==> src/design/gdwu_pkg.sv <==
package gdwu_pkg;

  localparam int unsigned DayW   = 6;
  localparam int unsigned MonthW = 4;
  localparam int unsigned YearW  = 14;
  localparam int unsigned DimW   = 5;
  localparam int unsigned DoyW   = 9;
  localparam int unsigned WdW    = 3;
  localparam int unsigned CentW  = 8;   // year / 100 for a 14-bit year stays below 164
  localparam int unsigned RemW   = 7;   // year % 100

  localparam logic [YearW-1:0] EpochYear = 14'd1900;
  localparam logic [YearW-1:0] MaxYear   = 14'd9999;

  // year / 100 == (year * Recip100) >> Recip100Shift for every 14-bit year
  localparam int unsigned      Recip100Shift = 19;
  localparam int unsigned      ProdW         = 27;
  localparam logic [ProdW-1:0] Recip100      = 27'd5243;

  // leap years in 1..1899
  localparam logic [YearW-1:0] LeapsBeforeEpoch = 14'd460;

  localparam logic [MonthW-1:0] MonthJan = 4'd1;
  localparam logic [MonthW-1:0] MonthFeb = 4'd2;
  localparam logic [MonthW-1:0] MonthDec = 4'd12;

  localparam logic [WdW-1:0] WdSunday   = 3'd0;
  localparam logic [WdW-1:0] WdSaturday = 3'd6;
  localparam logic [WdW-1:0] DaysInWeek = 3'd7;

  typedef struct packed {
    logic [DayW-1:0]   day;
    logic [MonthW-1:0] month;
    logic [YearW-1:0]  year;
  } date_t;

  typedef struct packed {
    date_t            date;
    logic [CentW-1:0] cent;
  } year_split_t;

  typedef struct packed {
    logic             date_valid;
    logic             weekday_valid;
    logic [DimW-1:0]  days_in_month;
    logic [DoyW-1:0]  day_of_year;
    logic [YearW-1:0] year;
    logic [CentW-1:0] cent_prev;     // (year - 1) / 100
  } date_info_t;

  typedef struct packed {
    logic             date_valid;
    logic             weekday_valid;
    logic [DimW-1:0]  days_in_month;
    logic [DoyW-1:0]  day_of_year;
    logic [YearW-1:0] day_count;
  } day_count_t;

  typedef struct packed {
    logic             date_valid;
    logic [DimW-1:0]  days_in_month;
    logic [DoyW-1:0]  day_of_year;
    logic             weekday_valid;
    logic [WdW-1:0]   weekday;
    logic             weekend;
  } result_t;

  function automatic logic [DimW-1:0] month_len(input logic [MonthW-1:0] month,
                                                input logic leap);
    logic [DimW-1:0] len;
    case (month)
      4'd1, 4'd3, 4'd5, 4'd7, 4'd8, 4'd10, 4'd12: len = 5'd31;
      4'd4, 4'd6, 4'd9, 4'd11:                    len = 5'd30;
      4'd2:                                        len = leap ? 5'd29 : 5'd28;
      default:                                     len = 5'd0;
    endcase
    return len;
  endfunction

  function automatic logic [DoyW-1:0] days_before(input logic [MonthW-1:0] month);
    logic [DoyW-1:0] d;
    case (month)
      4'd2:    d = 9'd31;
      4'd3:    d = 9'd59;
      4'd4:    d = 9'd90;
      4'd5:    d = 9'd120;
      4'd6:    d = 9'd151;
      4'd7:    d = 9'd181;
      4'd8:    d = 9'd212;
      4'd9:    d = 9'd243;
      4'd10:   d = 9'd273;
      4'd11:   d = 9'd304;
      4'd12:   d = 9'd334;
      default: d = 9'd0;
    endcase
    return d;
  endfunction

  // 8 is 1 mod 7: fold octal digits twice, then one subtract
  function automatic logic [WdW-1:0] mod7(input logic [YearW-1:0] v);
    logic [4:0] a;
    logic [3:0] b;
    logic [3:0] r;
    a = 5'(v[2:0]) + 5'(v[5:3]) + 5'(v[8:6]) + 5'(v[11:9]) + 5'(v[13:12]);
    b = 4'(a[2:0]) + 4'(a[4:3]);
    r = (b >= 4'(DaysInWeek)) ? b - 4'(DaysInWeek) : b;
    return r[WdW-1:0];
  endfunction

endpackage

==> src/design/gdwu_date_if.sv <==
interface gdwu_date_if;
  import gdwu_pkg::*;

  logic              valid;
  logic              ready;
  logic [DayW-1:0]   day;
  logic [MonthW-1:0] month;
  logic [YearW-1:0]  year;

  modport source (output valid, output day, output month, output year, input ready);
  modport sink   (input valid, input day, input month, input year, output ready);
endinterface

==> src/design/gdwu_result_if.sv <==
interface gdwu_result_if;
  import gdwu_pkg::*;

  logic            valid;
  logic            ready;
  logic            date_valid;
  logic [DimW-1:0] days_in_month;
  logic [DoyW-1:0] day_of_year;
  logic            weekday_valid;
  logic [WdW-1:0]  weekday;
  logic            weekend;

  modport source (output valid, output date_valid, output days_in_month,
                  output day_of_year, output weekday_valid, output weekday,
                  output weekend, input ready);
  modport sink   (input valid, input date_valid, input days_in_month,
                  input day_of_year, input weekday_valid, input weekday,
                  input weekend, output ready);
endinterface

==> src/design/gdwu_year_stage.sv <==
module gdwu_year_stage import gdwu_pkg::*; (
  input  logic        clk_i,
  input  logic        rst_ni,
  input  logic        en_i,
  input  logic        valid_i,
  input  date_t       data_i,
  output logic        valid_o,
  output year_split_t data_o
);

  logic              valid_q;
  year_split_t       data_d, data_q;
  logic [ProdW-1:0]  prod;

  // divide by 100 through the reciprocal
  assign prod        = ProdW'(data_i.year) * Recip100;
  assign data_d.date = data_i;
  assign data_d.cent = prod[Recip100Shift +: CentW];

  always_ff @(posedge clk_i or negedge rst_ni) begin
    if (!rst_ni) begin
      valid_q <= 1'b0;
    end else if (en_i) begin
      valid_q <= valid_i;
    end
  end

  always_ff @(posedge clk_i) begin
    if (en_i) begin
      data_q <= data_d;
    end
  end

  assign valid_o = valid_q;
  assign data_o  = data_q;

endmodule

==> src/design/gdwu_date_stage.sv <==
module gdwu_date_stage import gdwu_pkg::*; (
  input  logic        clk_i,
  input  logic        rst_ni,
  input  logic        en_i,
  input  logic        valid_i,
  input  year_split_t data_i,
  output logic        valid_o,
  output date_info_t  data_o
);

  logic             valid_q;
  date_info_t       data_d, data_q;
  logic [YearW-1:0] rem_wide;
  logic [RemW-1:0]  rem;
  logic             cent_year;
  logic             leap;
  logic [DimW-1:0]  dim;
  logic             ok;
  logic [DoyW-1:0]  doy;

  assign rem_wide  = data_i.date.year - YearW'(data_i.cent) * YearW'(100);
  assign rem       = rem_wide[RemW-1:0];
  assign cent_year = (rem == '0);
  assign leap      = cent_year ? (data_i.cent[1:0] == 2'd0)
                               : (data_i.date.year[1:0] == 2'd0);
  assign dim       = month_len(data_i.date.month, leap);

  assign ok = (data_i.date.day != '0) &&
              (data_i.date.month >= MonthJan) && (data_i.date.month <= MonthDec) &&
              (data_i.date.year != '0) && (data_i.date.year <= MaxYear) &&
              (data_i.date.day <= DayW'(dim));

  assign doy = days_before(data_i.date.month) + DoyW'(data_i.date.day) +
               DoyW'(leap && (data_i.date.month > MonthFeb));

  always_comb begin
    data_d               = '0;
    data_d.date_valid    = ok;
    data_d.weekday_valid = ok && (data_i.date.year >= EpochYear);
    data_d.days_in_month = dim;
    data_d.day_of_year   = ok ? doy : '0;
    data_d.year          = data_i.date.year;
    // the year before a century year falls in the previous century
    data_d.cent_prev     = data_i.cent - CentW'(cent_year);
  end

  always_ff @(posedge clk_i or negedge rst_ni) begin
    if (!rst_ni) begin
      valid_q <= 1'b0;
    end else if (en_i) begin
      valid_q <= valid_i;
    end
  end

  always_ff @(posedge clk_i) begin
    if (en_i) begin
      data_q <= data_d;
    end
  end

  assign valid_o = valid_q;
  assign data_o  = data_q;

endmodule

==> src/design/gdwu_count_stage.sv <==
module gdwu_count_stage import gdwu_pkg::*; (
  input  logic       clk_i,
  input  logic       rst_ni,
  input  logic       en_i,
  input  logic       valid_i,
  input  date_info_t data_i,
  output logic       valid_o,
  output day_count_t data_o
);

  logic             valid_q;
  day_count_t       data_d, data_q;
  logic [YearW-1:0] prev_year;
  logic [YearW-1:0] leaps;

  // wraps for years before the epoch; only used when the weekday is valid
  assign prev_year = data_i.year - YearW'(1);
  assign leaps     = (prev_year >> 2) - YearW'(data_i.cent_prev) +
                     YearW'(data_i.cent_prev >> 2);

  always_comb begin
    data_d.date_valid    = data_i.date_valid;
    data_d.weekday_valid = data_i.weekday_valid;
    data_d.days_in_month = data_i.days_in_month;
    data_d.day_of_year   = data_i.day_of_year;
    // 365 is 1 mod 7, so one day per elapsed year is enough
    data_d.day_count     = (data_i.year - EpochYear) + leaps - LeapsBeforeEpoch +
                           YearW'(data_i.day_of_year);
  end

  always_ff @(posedge clk_i or negedge rst_ni) begin
    if (!rst_ni) begin
      valid_q <= 1'b0;
    end else if (en_i) begin
      valid_q <= valid_i;
    end
  end

  always_ff @(posedge clk_i) begin
    if (en_i) begin
      data_q <= data_d;
    end
  end

  assign valid_o = valid_q;
  assign data_o  = data_q;

endmodule

==> src/design/gdwu_weekday_stage.sv <==
module gdwu_weekday_stage import gdwu_pkg::*; (
  input  logic       clk_i,
  input  logic       rst_ni,
  input  logic       en_i,
  input  logic       valid_i,
  input  day_count_t data_i,
  output logic       valid_o,
  output result_t    data_o
);

  logic           valid_q;
  result_t        data_d, data_q;
  logic [WdW-1:0] wd;

  assign wd = data_i.weekday_valid ? mod7(data_i.day_count) : WdSunday;

  always_comb begin
    data_d.date_valid    = data_i.date_valid;
    data_d.days_in_month = data_i.days_in_month;
    data_d.day_of_year   = data_i.day_of_year;
    data_d.weekday_valid = data_i.weekday_valid;
    data_d.weekday       = wd;
    data_d.weekend       = data_i.weekday_valid && ((wd == WdSunday) || (wd == WdSaturday));
  end

  always_ff @(posedge clk_i or negedge rst_ni) begin
    if (!rst_ni) begin
      valid_q <= 1'b0;
    end else if (en_i) begin
      valid_q <= valid_i;
    end
  end

  always_ff @(posedge clk_i) begin
    if (en_i) begin
      data_q <= data_d;
    end
  end

  assign valid_o = valid_q;
  assign data_o  = data_q;

endmodule

==> src/design/gregorian_date_weekday_unit.sv <==
// Gregorian date unit. Each date word (day, month, year) yields one result
// word with a validity flag, the month length, the day of the year, and -
// for valid dates from 1900 on - the weekday (0 Sunday .. 6 Saturday) and a
// weekend flag. A date is valid for years 1 to 9999; the month length is
// given for any year (year 0 counts as leap) and is 0 for a month outside
// 1 to 12. Invalid dates give 0 for day of year, weekday and flags. The unit
// takes one date every cycle and returns its result through four register
// stages: split of the year by 100 (reciprocal multiply), leap rule and
// month tables, day count since the epoch, and the weekday reduction
// modulo 7 into the output register. Backpressure from the result side
// holds every stage; a stage that is empty or moving on still takes a new
// word.
module gregorian_date_weekday_unit import gdwu_pkg::*; (
  input  logic          clk_i,
  input  logic          rst_ni,
  gdwu_date_if.sink     date_i,
  gdwu_result_if.source result_o
);

  logic        v1, v2, v3, v4;
  logic        en1, en2, en3, en4;
  date_t       in_word;
  year_split_t s1;
  date_info_t  s2;
  day_count_t  s3;
  result_t     s4;

  // advance a stage when it is empty or its successor advances
  assign en4 = !v4 || result_o.ready;
  assign en3 = !v3 || en4;
  assign en2 = !v2 || en3;
  assign en1 = !v1 || en2;

  assign date_i.ready = en1;

  assign in_word.day   = date_i.day;
  assign in_word.month = date_i.month;
  assign in_word.year  = date_i.year;

  gdwu_year_stage u_year (
    .clk_i   (clk_i),
    .rst_ni  (rst_ni),
    .en_i    (en1),
    .valid_i (date_i.valid),
    .data_i  (in_word),
    .valid_o (v1),
    .data_o  (s1)
  );

  gdwu_date_stage u_date (
    .clk_i   (clk_i),
    .rst_ni  (rst_ni),
    .en_i    (en2),
    .valid_i (v1),
    .data_i  (s1),
    .valid_o (v2),
    .data_o  (s2)
  );

  gdwu_count_stage u_count (
    .clk_i   (clk_i),
    .rst_ni  (rst_ni),
    .en_i    (en3),
    .valid_i (v2),
    .data_i  (s2),
    .valid_o (v3),
    .data_o  (s3)
  );

  gdwu_weekday_stage u_weekday (
    .clk_i   (clk_i),
    .rst_ni  (rst_ni),
    .en_i    (en4),
    .valid_i (v3),
    .data_i  (s3),
    .valid_o (v4),
    .data_o  (s4)
  );

  // drive the result word straight from the last stage register
  assign result_o.valid         = v4;
  assign result_o.date_valid    = s4.date_valid;
  assign result_o.days_in_month = s4.days_in_month;
  assign result_o.day_of_year   = s4.day_of_year;
  assign result_o.weekday_valid = s4.weekday_valid;
  assign result_o.weekday       = s4.weekday;
  assign result_o.weekend       = s4.weekend;

  // a weekday is only ever given for a valid date
  a_wd_needs_date : assert property (@(posedge clk_i) disable iff (!rst_ni)
    result_o.valid && result_o.weekday_valid |-> result_o.date_valid)
    else $error("weekday flagged valid for an invalid date");

  // day of year is non-zero exactly for valid dates
  a_doy_valid : assert property (@(posedge clk_i) disable iff (!rst_ni)
    result_o.valid |-> ((result_o.day_of_year != '0) == result_o.date_valid))
    else $error("day of year disagrees with date validity");

  // weekday stays within the week and the weekend flag follows it
  a_weekend : assert property (@(posedge clk_i) disable iff (!rst_ni)
    result_o.valid |-> (result_o.weekday <= WdSaturday) &&
      (result_o.weekend == (result_o.weekday_valid &&
        ((result_o.weekday == WdSunday) || (result_o.weekday == WdSaturday)))))
    else $error("weekday out of range or weekend flag inconsistent");

  // a stalled pipeline takes no new word once all stages are full
  a_full_stall : assert property (@(posedge clk_i) disable iff (!rst_ni)
    v1 && v2 && v3 && v4 && !result_o.ready |-> !date_i.ready)
    else $error("input accepted while the pipeline is full and stalled");

endmodule
==> src/flat_wrapper.sv <==
// flat-port wrapper written by rule: the top's interface ports become plain ports
module gregorian_date_weekday_unit_flat import gdwu_pkg::*;
  (clk_i, rst_ni, date_i_valid, date_i_day, date_i_month, date_i_year, date_i_ready, result_o_valid, result_o_date_valid, result_o_days_in_month, result_o_day_of_year, result_o_weekday_valid, result_o_weekday, result_o_weekend, result_o_ready);
  gdwu_date_if date_i_i ();
  gdwu_result_if result_o_i ();
  input  logic clk_i;
  input  logic rst_ni;
  input wire logic [$bits(date_i_i.valid)-1:0] date_i_valid;
  input wire logic [$bits(date_i_i.day)-1:0] date_i_day;
  input wire logic [$bits(date_i_i.month)-1:0] date_i_month;
  input wire logic [$bits(date_i_i.year)-1:0] date_i_year;
  output wire logic [$bits(date_i_i.ready)-1:0] date_i_ready;
  output wire logic [$bits(result_o_i.valid)-1:0] result_o_valid;
  output wire logic [$bits(result_o_i.date_valid)-1:0] result_o_date_valid;
  output wire logic [$bits(result_o_i.days_in_month)-1:0] result_o_days_in_month;
  output wire logic [$bits(result_o_i.day_of_year)-1:0] result_o_day_of_year;
  output wire logic [$bits(result_o_i.weekday_valid)-1:0] result_o_weekday_valid;
  output wire logic [$bits(result_o_i.weekday)-1:0] result_o_weekday;
  output wire logic [$bits(result_o_i.weekend)-1:0] result_o_weekend;
  input wire logic [$bits(result_o_i.ready)-1:0] result_o_ready;
  assign date_i_i.valid = date_i_valid;
  assign date_i_i.day = date_i_day;
  assign date_i_i.month = date_i_month;
  assign date_i_i.year = date_i_year;
  assign date_i_ready = date_i_i.ready;
  assign result_o_valid = result_o_i.valid;
  assign result_o_date_valid = result_o_i.date_valid;
  assign result_o_days_in_month = result_o_i.days_in_month;
  assign result_o_day_of_year = result_o_i.day_of_year;
  assign result_o_weekday_valid = result_o_i.weekday_valid;
  assign result_o_weekday = result_o_i.weekday;
  assign result_o_weekend = result_o_i.weekend;
  assign result_o_i.ready = result_o_ready;
  gregorian_date_weekday_unit u_core (.clk_i(clk_i), .rst_ni(rst_ni), .date_i(date_i_i), .result_o(result_o_i));
endmodule
==> config.mk <==
export PLATFORM = sky130hd
export DESIGN_NAME = gregorian_date_weekday_unit_flat
export DESIGN_NICKNAME = d
export VERILOG_FILES = /design/src/design/gdwu_pkg.sv /design/src/design/gdwu_date_if.sv /design/src/design/gdwu_result_if.sv /design/src/design/gdwu_year_stage.sv /design/src/design/gdwu_date_stage.sv /design/src/design/gdwu_count_stage.sv /design/src/design/gdwu_weekday_stage.sv /design/src/design/gregorian_date_weekday_unit.sv /design/src/flat_wrapper.sv
export SDC_FILE = /design/constraint.sdc
export NUM_CORES = 1
export LEC_CHECK = 0
export BUFFER_PORTS_ARGS = -buffer_cell sky130_fd_sc_hd__buf_2
export CAP_MARGIN = 0
export CORE_ASPECT_RATIO = 1.25
export CORE_MARGIN = 2
export CORE_UTILIZATION = 50
export CTS_CLUSTER_DIAMETER = 80
export CTS_CLUSTER_SIZE = 24
export DETAILED_ROUTE_END_ITERATION = 16
export PLACE_DENSITY = 0.69
export SLEW_MARGIN = 10
export SYNTH_ARGS = -nofsm -noshare
export SYNTH_HDL_FRONTEND = slang
export SYNTH_HIERARCHICAL = 1
export SYNTH_SLANG_ARGS = --single-unit
==> constraint.sdc <==
create_clock -name clk_i -period 7.3 [get_ports clk_i]
set_clock_uncertainty 0.1 [all_clocks]
set_input_delay 1.46 -clock clk_i [delete_from_list [all_inputs] [get_ports clk_i]]
set_output_delay 1.46 -clock clk_i [all_outputs]
set_load 0.01 [all_outputs]
* Yosys cells after proc, flatten, opt, wreduce, memory -nomap -nowiden *
Memories as Yosys holds them, arrays and structs flattened. A register that Yosys moved wholly into a read port is not among the register bits.
Cells that the tools add are included.

storage, ports and cells
  register bits after elaboration = 124
  memories = 1
  logic and storage cells = 96
  output and inout port bits = 22
  memory bits (read-only) = 144
  input port bits = 28

memory list
  memory           words  bits a word  read ports  clocked after memory_dff  wr ports  RTL line        text
  (no name shown)  16     9            1           1                         0         gdwu_pkg.sv:82  case (month)

operators by class
  $add $sub $neg = 17
  reduce and logical (&&, ||, !) cells = 25
  magnitude comparators = 7
  equal/unequal tests = 13
  mux-type cells = 6
  $mul = 2

operators with widths
  cell                                                    number
  multiplier 14 x 13 -> 27 bit, second input constant     1
  equality test 4 bit, second input constant              5
  equality test 4 x 3 -> 1 bit, second input constant     4
  case mux 5 bit (3 select lines)                         1
  adder 13 x 7 -> 14 bit                                  1
  adder 14 bit                                            1
  adder 14 x 9 -> 14 bit                                  1
  >= comparator 14 x 11 -> 1 bit, second input constant   1
  less-or-equal comparator 14 bit, second input constant  1
  nonzero test 14 bit                                     1
  subtractor 14 x 1 -> 14 bit, second input constant      1
  subtractor 14 x 11 -> 14 bit, second input constant     1
  subtractor 14 x 9 -> 14 bit, second input constant      1
  subtractor 12 x 8 -> 13 bit                             1
  adder 5 x 3 -> 5 bit                                    2
  adder 9 x 1 -> 9 bit                                    1
  adder 9 x 6 -> 9 bit                                    1
  equality test 4 x 2 -> 1 bit, second input constant     2
  logical AND 1 bit                                       8
  multiplier 8 x 5 -> 5 bit, second input constant        1
  subtractor 8 x 1 -> 8 bit                               1
  logical NOT 7 bit                                       1
  OR reduction 7 bit                                      1
  subtractor 7 bit                                        1
  20 further kinds                                        30

* Depth between registers and ports, before layout *
Gate-level depths: netlist of run 1.

  depth after elaboration = 11
  mapped depth = 22
  depth with buffers taken out = 22

* Modules after synthesis *
Netlist of run 1, hierarchy kept.

modules (own cells, without submodules)
  module                       area each (sq um)  instances  sequential area each (sq um)  cells each
  gdwu_year_stage              4284.1             1          985.9                         356
  gdwu_count_stage             2791.4             1          925.9                         252
  gdwu_date_stage              2373.5             1          1106.1                        216
  gdwu_weekday_stage           1292.5             1          625.6                         99
  gregorian_date_weekday_unit  32.5               1          0.0                           5

* Worst setup path after synthesis of run 1 *
No wires, ideal clock.

  path type = input -> register
  from = input date_i_year[5]
  to = register u_core.u_year.data_q, in the netlist u_core/u_year/data_o[5], data pin
  slack = 1.657 ns
  cell stages on the path = 16
  data arrival time = 5.280 ns
  path buffers = 0
  setup time = 0.263 ns
  data required time = 6.937 ns
  path through = inv_1 fa_1 inv_1 ha_1 fa_1 fa_1 inv_1 fa_1 inv_1 ha_1 a2111oi_2 o21ai_1 a32oi_2 nor2_2 o41ai_2 xnor2_1

on the way
  word-level cells in the longest chain between the ends = 1

ends and longest elaborated chain
  item                              RTL line               text
  start: declaration                flat_wrapper.sv:11     input wire logic [$bits(date_i_i.year)-1:0] date_i_year;
  multiplier 14 x 13 -> 27 bit      gdwu_year_stage.sv:16  assign prod = ProdW'(data_i.year) * Recip100;
  named net u_core.u_year.prod[24]  gdwu_year_stage.sv:13  logic [ProdW-1:0] prod;
  end signal: assignment            gdwu_year_stage.sv:30  data_q <= data_d;
  end: declaration                  gdwu_year_stage.sv:12  year_split_t data_d, data_q;

The timed path passes the listed nets, and every way through them passes these cells.
A chain may end at the register's enable or synchronous reset.

* Worst setup path after layout of run 1 *
  from = input date_i_year[6]
  to = register u_core.u_year.data_q, in the netlist u_core/u_year/data_o[7], data pin

Same word-level chain as after synthesis.

==> impl_metrics.csv, run 1 <==
group,metric,value,unit
synth,postSynthCellCount,928,
detailed_routing,vias_per_cell,5.24,
critical_path,critPathKind,"input port to flop",
place,io_buffer_count,49,
critical_path,cp-startpoint,"date_i_year[6]",
final_layout,fillers,1820,
critical_path,path_max_fanout,6,
sta,layout_min_cycle_time,5.71,ns
sta,worst_slew_pin_slew,0.875,ns
critical_path,cp_data_required_time,7.36,ns
cts,cts_hold_buf,0,
place,dp_hpwl,16500,um
detailed_routing,dr.first_iter.drc_count,338,
sta,fin_ws,1.59,ns
floorplanning,fp.dieH,168,um
synth,synth_cell_types,80,
floorplanning,row_count,60,
critical_path,critical_path.cell_chain,"buf_2 -> inv_1 -> fa_1 -> inv_1 -> ha_1 -> fa_1 -> fa_1 -> inv_1 -> fa_1 -> inv_1 -> ha_1 -> a2111oi_2 -> o21ai_1 -> a32oi_2 -> nor2_2 -> o31ai_1 -> xnor2_1",
detailed_routing,dr.pass1.iters,5,
synth,yosysTopAreaCellShare,0.329,
grt,first_global_vias,7007,
cts,htree_levels,4,
synth,netlist_area,0.0108,mm^2
place,gp_congestion,0.825,
status,outcome,"finished, final reports clean",
final_layout,fin_util,0.560,
critical_path,crit_family,"adder cells",
final_layout,area_growth,10.8,%
detailed_routing,finalWirelength,19900,um
cts,numCtsBuffers,17,
sta,post-route-period-util,0.782,
synth,ys_ff_latch,122,
synth,yosysSeqAreaShare,0.338,
synth,synth.area.top_cells,"edfxtp_1 33%, ha_1 20%, fa_1 17%",
critical_path,endpoint_kind,"flop",
cts,post_cts_buffers,0,
sta,setup_viol,0,
detailed_routing,wl_per_cell,15.6,um
grt,grt_pass1_wl,33600,um
floorplanning,initial_core_util,0.505,
synth,async_flop_share,0.0328,
floorplanning,fp.dieW,135,um
cts,clock_latency,0.42,ns
sta,relSlewSlack,0.416,
flow_run,cap_violations,0,
place,dp_slack,1.16,ns
hold_path,min_from,"u_core/u_count/data_o[18]$_DFFE_PP_",
synth,yosysTopAreaCell,"edfxtp_1",
synth,ys.flop_type,"edfxtp_1",
detailed_routing,num_vias,6714,
cts,cts.sinks,122,
grt,antenna_found_initial,0,
synth,synth_edf_count,118,
sta,hold_viol,0,
cts,cts_resized,0,
final_layout,diodes,0,
sta,rsz0062_at_grt,"no",
critical_path,critPathSlowestCell,"fa_1",
grt,grt_max_degree,38,
cts,clock-root-buffer,"clkbuf_16",
synth,yosys_warnings,6,
grt,grt-ovfl-total,0,
final_layout,fin_nets,1280,
floorplanning,die-area,0.0227,mm^2
final_layout,drive_gt1_frac,0.110,
synth,synth.most_common_cell,"inv_1",
critical_path,worstPathArrival,5.77,ns
synth,avgSynthCellArea,11.6,um^2
synth,synth_top_cells_by_count,"189 x inv_1, 172 x ha_1, 118 x edfxtp_1, 90 x fa_1, 39 x xnor2_1",
critical_path,path_buf_inv,5,
synth,synth_nets,1218,
floorplanning,io_pins,50,
hold_path,worstHoldPathType,"flop to flop",
grt,grtUsageTotal,0.188,
cts,clk_transition_reported_paths,0.06,ns
cts,clockBufferDepth,2,
critical_path,timing.rr.start,"u_core/u_date/data_o[11]$_DFFE_PP_",
sta,fmax,175,MHz
critical_path,slowest_delay,0.53,ns
critical_path,startpoint_type,"input port",
detailed_routing,drc,0,
sta,timing.setup.tns,0,ns
sta,slew_viol_final,0,
floorplanning,core-area,0.0213,mm^2
detailed_routing,final_antenna_net_count,0,
cts,cts_tree,"done",
-- routing by layer --
layer / GRT usage / vias up / wire [um]
met5: 0 / - / 0
met4: 0.0539 / 0 / 344
met3: 0.0265 / 25 / 407
met2: 0.362 / 97 / 11300
met1: 0.214 / 3271 / 7910
li1: - / 3321 / -
-- flip-flops by register name, indices dropped and copies added (netlist names) --
register                  cells
u_core/u_year/valid_o         1
u_core/u_date/valid_o         1
u_core/u_weekday/data_o      20
u_core/u_date/data_o         36
u_core/u_count/valid_o        1
u_core/u_weekday/valid_o      1
u_core/u_count/data_o        30
u_core/u_year/data_o         32
-- cells in the final DEF (no fill, tap or decap), types with 4 or more instances in the layout --
cell and n:
a211oi_1 8, a21o_1 10, a21oi_1 33, and3_1 6
buf_2 49, clkbuf_16 17, dfrtp_1 4, edfxtp_1 118
fa_1 90, ha_1 172, inv_1 189, mux2_2 4
nand2_1 24, nand2b_1 9, nand3_1 6, nand4_1 6
nor2_1 36, nor2b_1 10, nor3_1 10, nor4_1 9
o211ai_1 5, o21a_1 4, o21ai_0 28, or3_1 8
xnor2_1 39, xor2_1 16
-- final cells by class --
type / instances / area [um^2] / area share
clock buffer: 18 / 429 / 0.0359
tap: 279 / 349 / 0.0292
timing repair buffer: 51 / 260 / 0.0218
clock inverter: 14 / 163 / 0.0136
multi-input combinational: 609 / 6390 / 0.535
sequential: 122 / 3640 / 0.305
inverter: 189 / 709 / 0.0594
-- kinds of logic (layout without fill, tap and decap cells) --
kind of cell,count (synthesis),count (layout),share of synthesized area
simple gates,147,147,0.0765
compound gates,131,131,0.0851
mux,8,8,0.00906
buf+inv,197,272,0.0696
xor+xnor,60,60,0.0535
flops,122,122,0.338
fa+ha+maj,263,263,0.368
-- stage by stage --
stage	instances	area, um^2	hold WS (ns)
2_1_floorplan	928	10800	0.300
3_3_place_gp	1250	11300	0.304
3_5_place_dp	1250	11300	0.305
4_1_cts	1282	11900	0.314
5_1_grt	1282	11900	0.322
6_report	1282	11900	0.312
-- final timing paths --
check	end	slack, ns	cells after the start
min in group asynchronous	u_core/u_year/valid_o$_DFFE_PN0P_	0.72	1
max in group asynchronous	u_core/u_count/valid_o$_DFFE_PN0P_	6.25	1
max	u_core/u_year/data_o[7]$_DFFE_PP_	1.59	17
min	u_core/u_weekday/data_o[9]$_DFFE_PP_	0.31	0
max reg2reg	u_core/u_count/data_o[13]$_DFFE_PP_	1.86	21
min reg2reg	u_core/u_weekday/data_o[9]$_DFFE_PP_	0.31	0
Power of run 1 is left out: the tool's default activity adds up to more than one toggle a clock period on the data nets, which glitch-free logic cannot reach.
==> run 2, diff against run 1 <==
ABC_AREA = 1   (was not set)
clock period = 5.9 ns   (was 7.3 ns; I/O delays follow)
==> run 2 against run 1 <==
Net effect:
- sequential cell count unchanged
- via count increased by 19%
- setup slack got worse by 0.68 ns
- count of clock-buffer cells in the layout decreased by 1
- final cell count increased by 23%
- sequential share of layout area decreased by 1.7 points
- synthesized cell count increased by 30%
- final area increased by 6.0%
- first-iteration DRC count increased by 14%
- critical path depth unchanged
- die area increased by 6.3%
- critical path type unchanged
==> impl_metrics.csv, run 2 <==
group,metric,value,unit
cts,clockBufferDepth,2,
detailed_routing,final_antenna_net_count,0,
hold_path,worstHoldPathType,"flop to flop",
grt,grtUsageTotal,0.196,
sta,hold_viol,0,
critical_path,cp_data_required_time,5.98,ns
synth,synth_edf_count,118,
synth,synth_cell_types,47,
final_layout,final_common_cell,"inv_1",
detailed_routing,vias_per_cell,5.06,
sta,layout_min_cycle_time,5.00,ns
final_layout,multi_input_area,0.00677,mm^2
detailed_routing,wl_per_cell,14.3,um
detailed_routing,num_vias,7957,
critical_path,critPathKind,"input port to flop",
synth,yosysTopAreaCell,"edfxtp_1",
grt,antenna_found_initial,0,
flow_run,cap_violations,0,
final_layout,largest_register_ffs,36,
critical_path,endpoint_kind,"flop",
final_layout,diodes,0,
detailed_routing,drc,0,
grt,first_global_vias,8220,
synth,yosysTopAreaCellShare,0.309,
cts,post_cts_buffers,0,
sta,timing.setup.tns,0,ns
cts,numCtsBuffers,17,
synth,ys.flop_type,"edfxtp_1",
synth,postSynthCellCount,1204,
detailed_routing,dr.pass1.iters,5,
cts,cts_hold_buf,0,
place,gp_congestion,0.917,
final_layout,area.sequential,0.00364,mm^2
detailed_routing,finalWirelength,22500,um
final_layout,final_cell_mix,"266 x inv_1, 199 x nand2_1, 172 x ha_1",
synth,avgSynthCellArea,9.53,um^2
critical_path,startpoint_type,"input port",
grt,grt_max_degree,38,
sta,worst_slew_pin_slew,0.901,ns
sta,rsz0062_at_grt,"no",
floorplanning,core-area,0.0227,mm^2
synth,yosysSeqAreaShare,0.318,
floorplanning,initial_core_util,0.505,
cts,cts_resized,0,
status,outcome,"finished, final reports clean",
synth,yosys_warnings,6,
final_layout,fin_nets,1562,
place,dp_hpwl,19100,um
critical_path,path_max_fanout,8,
floorplanning,fp.dieH,173,um
floorplanning,row_count,62,
synth,synth.most_common_cell,"inv_1",
place,io_buffer_count,49,
final_layout,drive_gt1_frac,0.129,
hold_path,holdPathStages,0,
sta,post-route-period-util,0.847,
sta,relSlewSlack,0.398,
grt,grt-ovfl-total,0,
sta,fmax,200,MHz
critical_path,reg2reg_depth,27,
cts,clock-root-buffer,"clkbuf_16",
synth,ys_ff_latch,122,
synth,synth_top_cells_by_count,"266 x inv_1, 199 x nand2_1, 172 x ha_1, 118 x edfxtp_1, 90 x fa_1",
cts,clock_latency,0.42,ns
grt,grt_pass1_wl,38000,um
cts,cts.sinks,122,
synth,synth_nets,1494,
sta,slew_viol_final,0,
cts,clk_transition_reported_paths,0.07,ns
cts,cts_tree,"done",
floorplanning,fp.dieW,139,um
critical_path,r2r_slack,1.10,ns
sta,setup_viol,0,
floorplanning,io_pins,50,
synth,async_flop_share,0.0328,
detailed_routing,dr.first_iter.drc_count,385,
final_layout,area_growth,10.3,%
synth,synth.area.top_cells,"edfxtp_1 31%, ha_1 19%, fa_1 16%",
final_layout,fillers,2037,
cts,htree_levels,4,
floorplanning,die-area,0.0242,mm^2
critical_path,worstPathArrival,5.08,ns
synth,netlist_area,0.0115,mm^2
[run 2: cell count changes in the layout (fill, tap and decap cells not counted), sizes merged, moves of 9 or more]
cell | before | now
nand4 | 7 | 20
nor4 | 11 | 1
nand3 | 7 | 52
nor2b | 11 | 0
nor2 | 37 | 95
inv | 194 | 289
nand2b | 9 | 0
xnor2 | 41 | 16
nand2 | 24 | 218
a21oi | 34 | 53
a211oi | 10 | 1
[run 2: logic make-up after synthesis]
| family | after synthesis | share of synthesized area |
|---|---|---|
| XOR/XNOR | 34 | 0.0260 |
| buffers and inverters | 282 | 0.0931 |
| AO/OA/AOI/OAI | 100 | 0.0528 |
| multiplexers | 4 | 0.00393 |
| AND/OR/NAND/NOR | 400 | 0.162 |
| adder cells (fa/ha/maj) | 262 | 0.345 |
| flip-flops | 122 | 0.318 |
[run 2: stage by stage]
stage / util / area [um^2] / hold WS, ns / cells / worst slack (ns)
finish: 0.557 / 12700 / 0.312 / 1573 / 0.904
global route: 0.557 / 12700 / 0.329 / 1573 / 0.642
CTS: 0.557 / 12700 / 0.316 / 1573 / 0.908
detailed placement: 0.532 / 12100 / 0.305 / 1541 / 0.455
global placement: 0.532 / 12100 / 0.301 / 1541 / 0.491
floorplan: - / 11500 / 0.300 / 1204 / 0.975
[run 2: cell type report]
class                      instances  area share
timing repair buffer              51      0.0206
tap                              288      0.0285
clock buffer                      17      0.0336
sequential                       122       0.288
multi-input combinational        800       0.535
inverter                         280      0.0832
clock inverter                    15      0.0119
[run 2: path summary, 6_finish.rpt]
| kind | from | to |
|---|---|---|
| setup / recovery | date_i_year[12] | u_core/u_year/data_o[4]$_DFFE_PP_ |
| hold / removal | u_core/u_date/data_o[37]$_DFFE_PP_ | u_core/u_count/data_o[29]$_DFFE_PP_ |
| setup reg to reg | u_core/u_date/data_o[8]$_DFFE_PP_ | u_core/u_count/data_o[12]$_DFFE_PP_ |
| hold reg to reg | u_core/u_date/data_o[37]$_DFFE_PP_ | u_core/u_count/data_o[29]$_DFFE_PP_ |
| max in group asynchronous | rst_ni | u_core/u_date/valid_o$_DFFE_PN0P_ |
| min in group asynchronous | rst_ni | u_core/u_year/valid_o$_DFFE_PN0P_ |
[run 2: metal layers]
layer | GRT usage | vias up | routed length [um]
li1 | - | 4008 | -
met3 | 0.0229 | 47 | 483
met5 | 0 | - | 0
met2 | 0.383 | 139 | 12500
met1 | 0.210 | 3763 | 8770
met4 | 0.0850 | 0 | 776
[run 2: critical path, stage by stage]
cell     delay (ns)
buf_2          0.23
fa_1           0.47
ha_1           0.29
inv_1          0.04
fa_1           0.47
inv_1          0.05
fa_1           0.53
inv_1          0.06
fa_1           0.53
inv_1          0.04
ha_1           0.31
a21oi_1        0.26
o21ai_0        0.18
a21oi_1        0.22
nand3_1        0.10
nand2_1        0.07
nand2_1        0.04
Power of run 2 is left out for the same reason.
==> run 3, diff against run 2 <==
ABC_AREA = 0   (was 1)
PLACE_DENSITY = 0.72   (was 0.69)
clock period = 4.5 ns   (was 5.9 ns; I/O delays follow)
==> run 3 against run 2 <==
Net effect:
- the run now ends with negative setup slack left
- highest routed layer unchanged
- die area down 5.9%
- sequential cell count unchanged
- worst hold slack worse by 0.14 ns
- count of clock-buffer cells in the layout unchanged
- non-clock buffer count up 135
- largest cell class unchanged
- register-to-register slack worse by 1.5 ns
- first-iteration DRC count down 22%
- final cell count down 9.9%
==> impl_metrics.csv, run 3 (same netlist as run 1, synthesis figures left out) <==
group,metric,value,unit
final_layout,final_cell_mix,"171 x inv_1, 132 x ha_1, 124 x buf_4",
critical_path,critPathKind,"flop to flop",
hold_path,worstHoldPathType,"input port to async pin",
detailed_routing,final_antenna_net_count,0,
cts,clock-root-buffer,"clkbuf_16",
sta,slew_viol_final,0,
detailed_routing,dr.first_iter.drc_count,302,
final_layout,diodes,0,
grt,grt-ovfl-total,0,
cts,cts.sinks,122,
cts,clock_latency,0.42,ns
cts,cts_tree,"done",
critical_path,startpoint_type,"flop",
sta,fin_ws,-0.445,ns
floorplanning,io_pins,50,
grt,first_global_vias,7713,
critical_path,endpoint_kind,"flop",
detailed_routing,vias_per_cell,5.19,
sta,layout_min_cycle_time,4.95,ns
critical_path,worstPathArrival,5.01,ns
flow_run,cap_violations,0,
sta,setup_viol,17,
critical_path,reg2reg_depth,20,
grt,grt_pass1_wl,35500,um
cts,clockBufferDepth,2,
status,outcome,"finished with violations",
sta,rsz0062_at_grt,"yes",
floorplanning,row_count,60,
final_layout,fin_nets,1415,
detailed_routing,wl_per_cell,15.6,um
critical_path,critical_path.cell_chain,"nor3_4 -> xor2_1 -> ha_1 -> nor2b_4 -> o21a_1 -> o21ai_2 -> o21ai_2 -> ha_1 -> inv_2 -> fa_1 -> inv_1 -> fa_1 -> inv_1 -> ha_1 -> a21o_1 -> a211oi_4 -> o21ai_2 -> a31o_2 -> a21oi_2 -> xnor2_1",
detailed_routing,num_vias,7359,
final_layout,final_common_cell,"inv_1",
final_layout,drive_gt1_frac,0.317,
grt,grtUsageTotal,0.199,
place,place_inst,1370,
floorplanning,die-area,0.0227,mm^2
cts,cts_hold_buf,0,
place,io_buffer_count,49,
final_layout,final_cells,1417,
grt,antenna_found_initial,0,
cts,numCtsBuffers,17,
floorplanning,fp.dieW,135,um
floorplanning,initial_core_util,0.505,
floorplanning,core-area,0.0213,mm^2
sta,relSlewSlack,0.490,
sta,hold_viol,0,
cts,clk_transition_reported_paths,0.07,ns
critical_path,path_max_fanout,3,
place,dp_hpwl,17400,um
final_layout,largest_register_ffs,36,
place,gp_congestion,0.836,
critical_path,slowest_delay,0.51,ns
detailed_routing,dr.pass1.iters,4,
sta,worst_slew_pin_slew,0.765,ns
critical_path,critPathSlowestCell,"fa_1",
detailed_routing,finalWirelength,22100,um
detailed_routing,drc,0,
cts,htree_levels,4,
status,violations,"negative setup slack",
floorplanning,fp.dieH,168,um
critical_path,cp_data_required_time,4.56,ns
sta,fmax,202,MHz
grt,grt_max_degree,38,
final_layout,area_growth,28.5,%
sta,post-route-period-util,1.10,
run 3: changes by cell type in the layout (fill, tap and decap cells not counted), sizes merged, moves of 13 or more:
cell / previous run / this run
nor2: 95 / 37
nand2: 218 / 24
a21oi: 53 / 34
nand3: 52 / 7
inv: 289 / 197
xnor2: 16 / 41
nand4: 20 / 7
buf: 51 / 186
run 3: cell type report:
class / count / area (um^2)
Multi-Input combinational cell: 609 / 7130
Clock inverter: 15 / 174
Fill cell: 1569 / 7470
Sequential cell: 122 / 3640
Inverter: 189 / 713
Tap cell: 279 / 349
Clock buffer: 17 / 425
Timing Repair Buffer: 186 / 1420
run 3: what timing repair did:
action	CTS	global route
gates cloned	0	0
pin swaps	77	35
gates resized for setup	91	38
setup endpoints to repair	17	19
buffers inserted	9	6
run 3: final timing paths:
| check | from | end | slack [ns] |
|---|---|---|---|
| max | u_core/u_date/data_o[9]$_DFFE_PP_ | u_core/u_count/data_o[11]$_DFFE_PP_ | -0.45 |
| min | rst_ni | u_core/u_year/valid_o$_DFFE_PN0P_ | 0.17 |
| max reg2reg | u_core/u_date/data_o[9]$_DFFE_PP_ | u_core/u_count/data_o[11]$_DFFE_PP_ | -0.45 |
| min reg2reg | u_core/u_count/data_o[16]$_DFFE_PP_ | u_core/u_weekday/data_o[7]$_DFFE_PP_ | 0.31 |
| max in group asynchronous | rst_ni | u_core/u_weekday/valid_o$_DFFE_PN0P_ | 3.99 |
| min in group clk_i | u_core/u_count/data_o[16]$_DFFE_PP_ | u_core/u_weekday/data_o[7]$_DFFE_PP_ | 0.31 |
run 3: critical path: cells and delay by family, from the launching register on:
kind | cells | cell delay [ns]
simple gates | 2 | 0.40
compound gates | 8 | 1.38
buf+inv | 3 | 0.15
flops | 1 | 0.49
xor+xnor | 2 | 0.33
fa+ha+maj | 5 | 1.84
run 3: per-stage QoR:
step	instance area, um^2	hold WS [ns]	setup WS (ns)	setup TNS, ns	util
6_report	13800	0.173	-0.445	-3.99	0.649
5_1_grt	13800	0.162	-0.646	-6.79	0.649
4_1_cts	13600	0.161	-0.376	-3.40	0.639
3_5_place_dp	12600	0.305	-0.855	-8.73	0.590
3_3_place_gp	12600	0.302	-0.741	-7.08	0.590
2_1_floorplan	11100	0.300	-0.392	-3.21	-
run 3: metal layers:
layer / GRT usage / routed length, um
met1: 0.211 / 8500
met2: 0.391 / 12600
met3: 0.0241 / 451
met4: 0.0802 / 570
met5: 0 / 0
Power of run 3 is left out for the same reason.
